File: config.mk
export PLATFORM = sky130hd
export DESIGN_NAME = kli_ram
export DESIGN_NICKNAME = d
export VERILOG_FILES = /design/src/sv/kli_ram.sv
export SDC_FILE = /design/constraint.sdc
export NUM_CORES = 2
export LEC_CHECK = 0
export BUFFER_PORTS_ARGS = -buffer_cell sky130_fd_sc_hd__buf_2
export CAP_MARGIN = 20
export CORE_ASPECT_RATIO = 0.9
export CORE_UTILIZATION = 30
export DETAILED_ROUTE_END_ITERATION = 8
export GPL_TIMING_DRIVEN = 0
export HOLD_SLACK_MARGIN = 0.05
export SKIP_CTS_REPAIR_TIMING = 1
export SLEW_MARGIN = 5
export SYNTH_ARGS = -nofsm -noshare
export SYNTH_HDL_FRONTEND = slang
export SYNTH_SLANG_ARGS = --single-unit
File: constraint.sdc
create_clock -name clk -period 5.83 [get_ports clk]
set_input_delay 0.8745 -clock clk [delete_from_list [all_inputs] [get_ports clk]]
set_output_delay 0.8745 -clock clk [all_outputs]
set_load 0.02 [all_outputs]
File: src/sv/kli_ram.sv
`default_nettype none
module kli_ram #(
    parameter int WIDTH = 32,
    parameter int DEPTH = 64
) (
    input  wire logic                     clk,
    input  wire logic                     we,
    input  wire logic [$clog2(DEPTH)-1:0] waddr,
    input  wire logic [WIDTH-1:0]         wdata,
    input  wire logic                     re,
    input  wire logic [$clog2(DEPTH)-1:0] raddr,
    output logic      [WIDTH-1:0]         rdata
);

    logic [WIDTH-1:0] mem [DEPTH];

    // write port
    always_ff @(posedge clk)
    begin
        if (we)
        begin
            mem[waddr] <= wdata;
        end
    end

    // registered read port
    always_ff @(posedge clk)
    begin
        if (re)
        begin
            rdata <= mem[raddr];
        end
    end

endmodule
`default_nettype wire

# Word level (Yosys, flattened, before mapping)
# Memory sizes are Yosys's and may differ from the RTL's. A register that Yosys moved wholly into a read port is not among the register bits.
# Cells that the tools add are included.
# classes
addsub,0
multipliers,0
n_div,0
order_cmp,0
n_eq_ne,0
shifts,0
muxes,2
n_bitwise,0
n_reduce_logical,0
# ops
cell,n
2-to-1 mux 1 bit,2
# word_totals
register_bits,0
latch_bits,0
mem_bits_rw,2048
romBits,0
in_bits,47
memories,1
# memory_table
memory,words,width,read_ports,rd_clocked_by_memory_dff,write_ports,line,source
mem,64,32,1,1,1,15,logic [WIDTH-1:0] mem [DEPTH];

# Logic depth before layout (Yosys ltp)
# logic_depth
ltp_word,2
mapped_depth,10
depth_no_buf,5

# Worst setup path after synthesis
# No wires, ideal clock.
# synth_timing
path_kind,input to register
start,input port waddr[3]
end,"memory mem[48][0], enable pin"
setup_ns,0.461
arrival_time_ns,3.573
required_time_ns,5.369
slack_ns,1.796
stages,4
cell_sequence,clkbuf_1 > nor2b_1 > nand4b_1 > nor3_1
# synth_rtl
element,line,source
from (decl),8,"input wire logic [$clog2(DEPTH)-1:0] waddr,"
to (decl),15,
# Straight into the memory's write port.

==> results.yml <==
setup_path:
  crit_path_end_kind: "flip-flop"
  cp_cell_sequence: "buf_2, buf_2, buf_2, buf_1, nand3b_1, o221ai_1, a21oi_1, a21oi_1, nor2_1"
  cp-start-kind: "input port"
  criticalPathCategory: "in2reg"
  slowest_delay_ps: 900
  required_ps: 6380
  ff2ff_path_depth: 4
  worstPathArrival_ps: 5030
  critical-path-slowest-cell: "buf_1"
  worstPathMaxFanout: 10
  crit_top_cell: "buf_2"
clock_network:
  cts_max_level: 4
  clockRootBuffer: "clkbuf_16"
  clock-sinks: 2080
  clkTransAtPathRegs_ps: 60
  cts_tree: "built"
  clk_latency_ps: 840
  cts_buffer_depth: 3
  numCtsBuffers: 197
cells_and_area:
  syn_to_final_growth_pct: 18.7
  postLayoutCoreUtil_pct: 35.8
  fin_nets: 3802
  drive_gt1_share_pct: 30.7
sta:
  slew_headroom_pct: 18.6
  fmax_mhz: 223
  hold_viol: 0
  finalCritPeriodShare_pct: 76.9
  worst_pin_slew_ps: 1220
  finalSetupTns_ps: 0
  slew_violations: 0
  skew_ps: 29.5
  rsz0062_at_grt: "false"
  setup_viol: 0
  layout_min_cycle_time_ps: 4480
synth:
  netlist_instances: 3324
  synth_top_area_share_pct: 79.2
  netlist_top_cells_count: "edfxtp_1, mux4_2, nor2_1, mux2i_1, o22ai_1"
  ys_top_cells_by_area: "edfxtp_1, mux4_2, mux2i_1"
  syn_area_per_cell_um2: 23.7
  synthMostInstantiatedCell: "edfxtp_1"
  ys_types: 33
  async_reset_ff_share_pct: 0
  synth-seq-area-share_pct: 79.2
  synth_edf_count: 2080
  ys_seq_elements: 2080
  syn_area_um2: 78800
  synthesis.nets: 3371
  synth_top_area_cell: "edfxtp_1"
  synth_flop_cell: "edfxtp_1"
  yosysWarnings: 0
global_route:
  grt_pass1_wl_um: 332000
  grt-ovfl-total: 0
  antenna_found_initial: 33
  grt_max_degree: 65
  grt_pass1_vias: 38485
  grt_usage_pct: 18.5
die:
  initial_core_util_pct: 30.2
  core_um2: 261000
  die_area_um2: 265000
  die_y_um: 488
  row_count: 178
  die_x_um: 542
  ioPinCount: 79
routing:
  wirelength_met1_um: 97200
  initialDrtViolationCount: 6572
  wl_met2_um: 113000
  drt_wl_total_um: 248000
  drt-pass1-iter-count: 5
  via_count: 40048
  antenna_left: 0
  drcViolationCount: 0
  top_layer: "met5"
  routed_via_density: 5.38
  wl_per_cell_um: 33.3
  wl_met3_um: 28800
placed_design:
  hpwlAfterDp_um: 166000
  gp_congestion: 0.835
  port_buffers: 70
power_and_ir_drop:
  p_leak_nw: 28.6
  powerDensity_nw_per_um2: 333
  p_total_mw: 31.1
  ir_drop_v: 0.000282
hold_path:
  min_path_cells: 1
  hold_path.class: "in2reg"
run:
  cap_violations: 0
outcome:
  status: "complete, no violations"
-- layout make-up --
cell class,instances,area (µm²)
multi-input combinational,1062,16000
sequential,2080,62500
fill,23558,168000
clock inverter,112,1110
antenna,14,35.0
tap,3510,4390
buffer,182,892
clock buffer,245,5170
timing repair buffer,232,3560
-- worst paths after layout --
kind | startpoint | endpoint | slack [ps]
worst max-delay path | raddr[1] | rdata[6] | 1350
worst min-delay path | wdata[8] | mem[39][8] | 410
worst max register to register | mem[27][18] | rdata[18] | 3060
worst min register to register | mem[12][8] | rdata[8] | 980
-- cells by family (layout without fill, tap and decap cells) --
family,count (synthesis),in the layout,share of synthesized area (%)
flops,2080,2080,79.2
mux,637,637,16.7
simple gates,223,223,1.26
compound gates,202,202,1.67
buf+inv,182,771,1.12
other cells,0,14,0
-- through the flow --
| step | cells | hold slack, ps | setup slack (ps) | cell area, µm² |
|---|---|---|---|---|
| detailed placement | 7051 | 991 | 578 | 87000 |
| global route | 7424 | 401 | 1360 | 93500 |
| floorplan | 3324 | 750 | 1800 | 78800 |
| global placement | 6904 | 1010 | -2440 | 83600 |
| finish | 7437 | 414 | 1350 | 93600 |
| CTS | 7408 | 408 | 1480 | 93300 |
-- critical path, delay by kind of cell --
| kind | cells | cell delay (ps) |
|---|---|---|
| AOI/OAI and AO/OA | 3 | 1150 |
| buffers and inverters | 4 | 2120 |
| and+or+nand+nor | 2 | 860 |
-- layer usage --
layer	global-route usage, %	vias up
met3	4.44	383
met2	28.4	2620
li1	-	15199
met1	25.7	21830
met5	0	-
met4	6.42	16
-- power breakdown --
| part | internal [mW] | total, mW | switching (mW) |
|---|---|---|---|
| clock network | 7.03 | 12.7 | 5.70 |
| registers | 16.6 | 16.6 | 0.0304 |
| logic | 0.610 | 1.80 | 1.19 |
| total | 24.2 | 31.1 | 6.91 |
-- flip-flops by register name, indices dropped and copies added (netlist names) --
| name | flops |
|---|---|
| mem | 2048 |
| rdata | 32 |
-- layout by cell type, fill, tap and decap left out, types with 14 or more instances in the layout --
| master | n |
|---|---|
| buf_4 | 27 |
| diode_2 | 14 |
| o221ai_1 | 27 |
| buf_16 | 15 |
| a21oi_1 | 62 |
| clkinv_1 | 46 |
| buf_12 | 126 |
| o22ai_1 | 84 |
| mux4_2 | 544 |
| buf_2 | 127 |
| nor2b_1 | 15 |
| bufinv_16 | 16 |
| clkbuf_1 | 114 |
| clkinv_2 | 27 |
| nor2_4 | 62 |
| buf_1 | 21 |
| nor2_1 | 75 |
| nand2_1 | 26 |
| clkbuf_16 | 200 |
| edfxtp_1 | 2080 |
| mux2i_1 | 93 |
Note: power is estimated with default switching activity, not from simulation.
