### config.mk
export PLATFORM = sky130hd
export DESIGN_NAME = kli_lerp
export DESIGN_NICKNAME = d
export VERILOG_FILES = /design/src/sv/kli_pkg.sv /design/src/sv/kli_lerp.sv
export SDC_FILE = /design/constraint.sdc
export NUM_CORES = 2
export LEC_CHECK = 0
export ABC_AREA = 1
export BUFFER_PORTS_ARGS = -buffer_cell sky130_fd_sc_hd__buf_2
export CAP_MARGIN = 20
export CORE_MARGIN = 4
export CORE_UTILIZATION = 40
export DETAILED_ROUTE_END_ITERATION = 10
export GPL_TIMING_DRIVEN = 0
export PLACE_DENSITY = 0.53
export SYNTH_ARGS = -nofsm -noshare
export SYNTH_HDL_FRONTEND = slang
export SYNTH_SLANG_ARGS = --single-unit
export TNS_END_PERCENT = 1
### constraint.sdc
create_clock -name clk -period 9.2 [get_ports clk]
set_input_delay 0.92 -clock clk [delete_from_list [all_inputs] [get_ports clk]]
set_output_delay 0.92 -clock clk [all_outputs]
set_load 0.05 [all_outputs]
### src/sv/kli_pkg.sv
`default_nettype none
package kli_pkg;

    localparam int FRAMES  = 40;
    localparam int LAYERS  = 8;
    localparam int SCRIPTS = 8;
    localparam int NVAL    = 7;
    localparam int TRACKS  = SCRIPTS * LAYERS;
    localparam int KEYS    = TRACKS * FRAMES;
    localparam int TR_W    = $clog2(TRACKS);
    localparam int KEY_AW  = $clog2(KEYS);
    localparam int CNT_W   = $clog2(FRAMES + 1);

    localparam logic [1:0] OP_CLEAR  = 2'd0;
    localparam logic [1:0] OP_APPEND = 2'd1;
    localparam logic [1:0] OP_QTIME  = 2'd2;
    localparam logic [1:0] OP_QFRAC  = 2'd3;

    localparam logic [1:0] ST_OK      = 2'd0;
    localparam logic [1:0] ST_MISSING = 2'd1;
    localparam logic [1:0] ST_NOKEY   = 2'd2;
    localparam logic [1:0] ST_FULL    = 2'd3;

    typedef struct packed {
        logic [15:0]                texture;
        logic [NVAL-1:0][31:0]      value;
        logic [31:0]                ktime;
    } key_row_t;

    localparam int ROW_W = $bits(key_row_t);

    typedef struct packed {
        logic        start;
        logic [31:0] a;
        logic [31:0] b;
        logic [31:0] num;
        logic [31:0] den;
    } lerp_req_t;

    typedef struct packed {
        logic        done;
        logic [31:0] result;
    } lerp_rsp_t;

endpackage
`default_nettype wire

### src/sv/kli_lerp.sv
`default_nettype none
module kli_lerp
    import kli_pkg::*;
(
    input  wire logic clk,
    input  wire logic rst_n,
    input  wire lerp_req_t req,
    output lerp_rsp_t rsp
);

    localparam logic [1:0] L_IDLE = 2'd0;
    localparam logic [1:0] L_MUL  = 2'd1;
    localparam logic [1:0] L_DIV  = 2'd2;
    localparam logic [1:0] L_FIN  = 2'd3;

    logic [1:0]  state_reg, state_next;
    logic [4:0]  cnt_reg;
    logic [31:0] a_reg, mag_reg, num_reg, den_reg, rem_reg, low_reg;
    logic        neg_reg;
    logic [32:0] diff;
    logic [31:0] mag;
    logic [63:0] prod;
    logic [32:0] trial;
    logic        ge;

    // magnitude and sign of b - a, the product and the divide trial step
    always_comb
    begin
        diff = {req.b[31], req.b} - {req.a[31], req.a};
        mag  = diff[32] ? 32'(-diff) : diff[31:0];
        prod = 64'(mag_reg) * 64'(num_reg);
        trial = {rem_reg, low_reg[31]};
        ge    = trial >= {1'b0, den_reg};
    end

    // sequencer
    always_comb
    begin
        state_next = state_reg;
        case (state_reg)
            L_IDLE:  if (req.start) state_next = L_MUL;
            L_MUL:   state_next = L_DIV;
            L_DIV:   if (cnt_reg == 5'd31) state_next = L_FIN;
            L_FIN:   state_next = L_IDLE;
            default: state_next = L_IDLE;
        endcase
    end

    always_ff @(posedge clk or negedge rst_n)
    begin
        if (!rst_n)
        begin
            state_reg <= L_IDLE;
        end
        else
        begin
            state_reg <= state_next;
        end
    end

    // datapath: one multiply, then one quotient bit a cycle
    always_ff @(posedge clk)
    begin
        case (state_reg)
            L_IDLE:
            begin
                if (req.start)
                begin
                    a_reg   <= req.a;
                    neg_reg <= diff[32];
                    mag_reg <= mag;
                    num_reg <= req.num;
                    den_reg <= req.den;
                end
            end
            L_MUL:
            begin
                rem_reg <= prod[63:32];
                low_reg <= prod[31:0];
                cnt_reg <= 5'd0;
            end
            L_DIV:
            begin
                rem_reg <= ge ? 32'(trial - {1'b0, den_reg}) : trial[31:0];
                low_reg <= {low_reg[30:0], ge};
                cnt_reg <= cnt_reg + 5'd1;
            end
            default:
            begin
            end
        endcase
    end

    assign rsp.done   = (state_reg == L_FIN);
    assign rsp.result = neg_reg ? (a_reg - low_reg) : (a_reg + low_reg);

endmodule
`default_nettype wire

======== After elaboration in Yosys (flattened, before gate mapping) ========
Cells that the tools add are included.
word-level totals
  flip-flop bits (word level) ............. 200
  input bits .............................. 131
  word-level logic and storage cells ...... 36
operators by class
  add/sub/neg operators ................... 6
  $mul .................................... 1
  magnitude comparators ................... 1
  eq/ne operators ......................... 6
  mux-type cells .......................... 9
  reduce and logical (&&, ||, !) cells .... 4
operators with widths
  operator               count
  $pmux W32 S2           2
  $mux W32               3
  $mul A32 B32 Y64       1
  $sub A32 B32 Y32       2
  $ge A33 B32 Y1         1
  $sub A32 B32 Y33       1
  $add A32 B32 Y32       1
  $neg A32 Y32           1
  $pmux W5 S2            1
  $pmux W2 S4            1
  $add A5 B1 Y5 const B  1
  $eq A5 B5 Y1 const B   1
  $eq A2 B2 Y1 const B   2
  $mux W2                2
  $ne A2 B2 Y1 const B   2
  $reduce_and A2 Y1      2
  $eq A2 B1 Y1 const B   1
  $logic_not A2 Y1       1
  $reduce_bool A2 Y1     1

======== Logic depth before layout (Yosys ltp) ========
  depth in word-level cells ............... 3
  mapped depth ............................ 31
  mapped depth without buffers ............ 30

======== Worst setup path after synthesis ========
OpenSTA, ideal clock, no wires.
  path kind ............................... flip-flop to flip-flop
  start point ............................. reg num_reg[2]
  end point ............................... reg rem_reg[3], data pin
  arrival ................................. 6.385 ns
  setup slack ............................. 2.559 ns
  cell stages (with the launch flop) ...... 27
  path buffers ............................ 1
  period minus slack after synthesis ...... 6.641 ns
  cells stage by stage .................... edfxtp_1 > clkbuf_1 > nand2_1 > inv_1 > fa_1 > inv_1 > fa_1 > fa_1 > fa_1 > inv_1 > fa_1 > inv_1 > fa_1 > inv_1 > fa_1 > fa_1 > ha_1 > a21oi_1 > a21boi_0 > o21ai_0 > nand2_1 > nand2_1 > a21oi_1 > o21ai_0 > or2_2 > nand3_1 > nand2_1
between the ends
  longest elaborated chain between the ends .. 2
RTL lines
  item                    line            text
  from (decl)             kli_lerp.sv:18  logic [31:0] a_reg, mag_reg, num_reg, den_reg, rem_reg, low_reg;
  from (signal assigned)  kli_lerp.sv:72  num_reg <= req.num;
  $mul A32 B32 Y64        kli_lerp.sv:31  prod = 64'(mag_reg) * 64'(num_reg);
  $pmux W32 S2            kli_lerp.sv:64  case (state_reg)
  to (signal assigned)    kli_lerp.sv:78  rem_reg <= prod[63:32];
  to (signal assigned)    kli_lerp.sv:84  rem_reg <= ge ? 32'(trial - {1'b0, den_reg}) : trial[31:0];
  to (decl)               kli_lerp.sv:18
Every way passes these cells.
A chain may end at the register's enable or synchronous reset.

======== Worst setup path after layout ========
  start point ............................. reg mag_reg[14]
  end point ............................... reg rem_reg[27], data pin
between the ends
  longest elaborated chain between the ends .. 2
RTL lines
  item                    line            text
  from (decl)             kli_lerp.sv:18
  from (signal assigned)  kli_lerp.sv:71  mag_reg <= mag;
  $mul A32 B32 Y64        kli_lerp.sv:31
  $pmux W32 S2            kli_lerp.sv:64
Every way passes these cells.

==> implementation parameters <==
Parameter                              Value

Synthesis
  Total of flip-flops plus latches after synthesis    200
  Net Count, Synth    7872
  Async S/R FF share, synth    0.0100
  Count of distinct cell types in the synthesized netlist    49
  Syn_area_per_cell    7.65 sq um
  Number of synthesized flops with an enable pin    198
  Synthesized instance count    6476
  Sequential share of the synthesized area    0.121
  Mapped Area    49600 sq um
  Synth warnings    0
  Flip-flop cell with the highest count after synthesis    sky130_fd_sc_hd__edfxtp_1

Finish
  Commonest non-fill, non-tap cells in the layout    sky130_fd_sc_hd__inv_1 (1891), sky130_fd_sc_hd__nand2_1 (1699), sky130_fd_sc_hd__fa_1 (899)
  Final instance area    53200 sq um
  Proportion of layout cells with a drive suffix above 1    0.0439
  Final net count    8060
  Layout Area Growth over Synthesis    7.39%
  Most common cell after layout, fill and taps aside    sky130_fd_sc_hd__inv_1

Timing
  Post-route setup slack    0.291 ns
  Max Transition Viols Final    0
  Final hold vios    0
  # setup viols final    0
  Minimum hold slack    0.128 ns
  Tightest Pin Transition    1.25 ns
  Max-slew headroom at the worst pin    0.170
  Fmax    112 MHz
  Share of the clock period used by the worst path    0.968
  Total negative slack for setup checks    0 ns
  RSZ-0062 raised after global routing    false
  Crit path time final    8.91 ns
  Fin Clk Skew    0.0295 ns

Detailed routing
  Number of DRC markers in iteration 0    3572
  Routed wire per std cell    22.5 um
  DRT Pass-1 Iters    5
  Via count    41700
  Remaining design rule violation count    0
  Detailed Route WL    187 mm
  Post-detailed-route count of antenna-violating nets    0
  Vias per cell    5.02

Place
  Place WS    0.214 ns
  Global placer's final weighted congestion    0.982
  Placed instance area    52500 sq um
  Final HPWL DP    162 mm
  Number of buffers inserted by port buffering    163

Setup path
  Worst path required time    9.51 ns
  Number of buffers and inverters on the critical path    6
  Worst setup SP type    register
  Worst Path Arrival    9.21 ns
  Most frequent cell on the critical path    sky130_fd_sc_hd__fa_1
  Cell at the slowest stage of the critical path    sky130_fd_sc_hd__clkbuf_1
  Worst setup path category    reg2reg
  Peak fanout along the critical path    10
  Delay-heaviest family, CP    adder cells
  Longest individual stage delay on the worst path    0.77 ns
  Endpoint type of the worst setup path    register

Floorplanning
  Effective utilization at floorplan    0.405
  Floorplan die height    360 um
  Top-level port count    164
  Die extent in x    360 um
  Total number of placement rows    128
  Floorplan core area    122000 sq um
  Total die area    130000 sq um

Clock tree
  Cells resized by post-CTS repair    0
  Buffer type at the clock tree root    sky130_fd_sc_hd__clkbuf_16
  Post-CTS setup-driven buffer insertion count    0
  CTS H-Tree Depth    4
  Clock transition time at the flip-flop clock pins of the worst setup and hold paths    0.10 ns
  CTS tree    built
  Number of buffers on the longest clock path    2
  Cts hold-fix bufs    0
  Number of clock sinks    200
  TritonCTS Buffers    17
  Worst-Skew Late Latency    0.57 ns

Global routing
  Number of antenna violations at the first check in global routing    5
  Overflow after GRT    0
  All-layer global routing usage    0.292
  Vias in the first global route    43200
  Largest net degree at the start of global routing    82
  Wire length of the first global-routing pass    280 mm

Run
  Max-cap violations    0

Min path
  Tightest Hold Check Type    in2async

Run status
  Status    complete, no violations
## final timing paths
kind | startpoint | endpoint | slack, ns | cells after the start
worst min-delay path | rst_n | state_reg[1] | 0.13 | 1
worst max-delay path | mag_reg[14] | rem_reg[27] | 0.29 | 27
worst max register to register | mag_reg[14] | rem_reg[27] | 0.29 | 27
max in group asynchronous | rst_n | state_reg[0] | 8.97 | 1
worst min register to register | rem_reg[3] | rem_reg[4] | 0.61 | 2
min in group clk | req[16] | den_reg[16] | 0.51 | 1
## per-stage QoR
| step | utilization | instances |
|---|---|---|
| global placement | 0.428 | 8264 |
| finish | 0.435 | 8305 |
| CTS | 0.435 | 8298 |
| global route | 0.435 | 8302 |
| detailed placement | 0.429 | 8266 |
| floorplan | - | 6476 |
## metal layers
| metal | GRT usage | vias up | share of wire |
|---|---|---|---|
| met5 | 0 | - | 0.000070 |
| met4 | 0.105 | 2 | 0.042 |
| met3 | 0.0559 | 277 | 0.080 |
| met2 | 0.469 | 1604 | 0.46 |
| met1 | 0.393 | 20600 | 0.42 |
| li1 | - | 19200 | - |
## cells in the mapped netlist (15+ instances only)
library cell               instances  area share
sky130_fd_sc_hd__xor2_1           87       0.015
sky130_fd_sc_hd__o21bai_1         15      0.0023
sky130_fd_sc_hd__xnor2_1          39      0.0069
sky130_fd_sc_hd__or2_2            35      0.0044
sky130_fd_sc_hd__a21o_1           19      0.0029
sky130_fd_sc_hd__edfxtp_1        198        0.12
sky130_fd_sc_hd__fa_1            899        0.36
sky130_fd_sc_hd__a21oi_1         207       0.021
sky130_fd_sc_hd__nor2_1          274       0.021
sky130_fd_sc_hd__clkbuf_1        210       0.016
sky130_fd_sc_hd__nand4_1          22      0.0028
sky130_fd_sc_hd__nand2_1        1699        0.13
sky130_fd_sc_hd__nor3_1           26      0.0026
sky130_fd_sc_hd__a31oi_1          21      0.0027
sky130_fd_sc_hd__ha_1            366       0.092
sky130_fd_sc_hd__inv_1          1892        0.14
sky130_fd_sc_hd__nand3_1         163       0.016
sky130_fd_sc_hd__o21ai_0         161       0.016
## cells by family (layout without fill, tap and decap cells)
family	Yosys count	count (layout)	share of synthesized area
AO/OA/AOI/OAI	484	484	0.0542
XOR/XNOR	132	132	0.0244
adder cells (fa/ha/maj)	1265	1265	0.455
buffers and inverters	2119	2320	0.161
flip-flops	200	200	0.121
other	0	3	0
AND/OR/NAND/NOR	2276	2276	0.184
## cell type report
type | instances | area (sq um)
multi-input combinational | 4157 | 35600
antenna | 3 | 7.51
buffer | 218 | 832
clock buffer | 17 | 425
fill | 12800 | 69100
clock inverter | 15 | 251
inverter | 1901 | 7140
timing repair buffer | 169 | 927
sequential | 200 | 6000
tap | 1625 | 2030
Power is left out: the tool's default activity adds up to more than one toggle a clock period on the data nets, which glitch-free logic cannot reach.
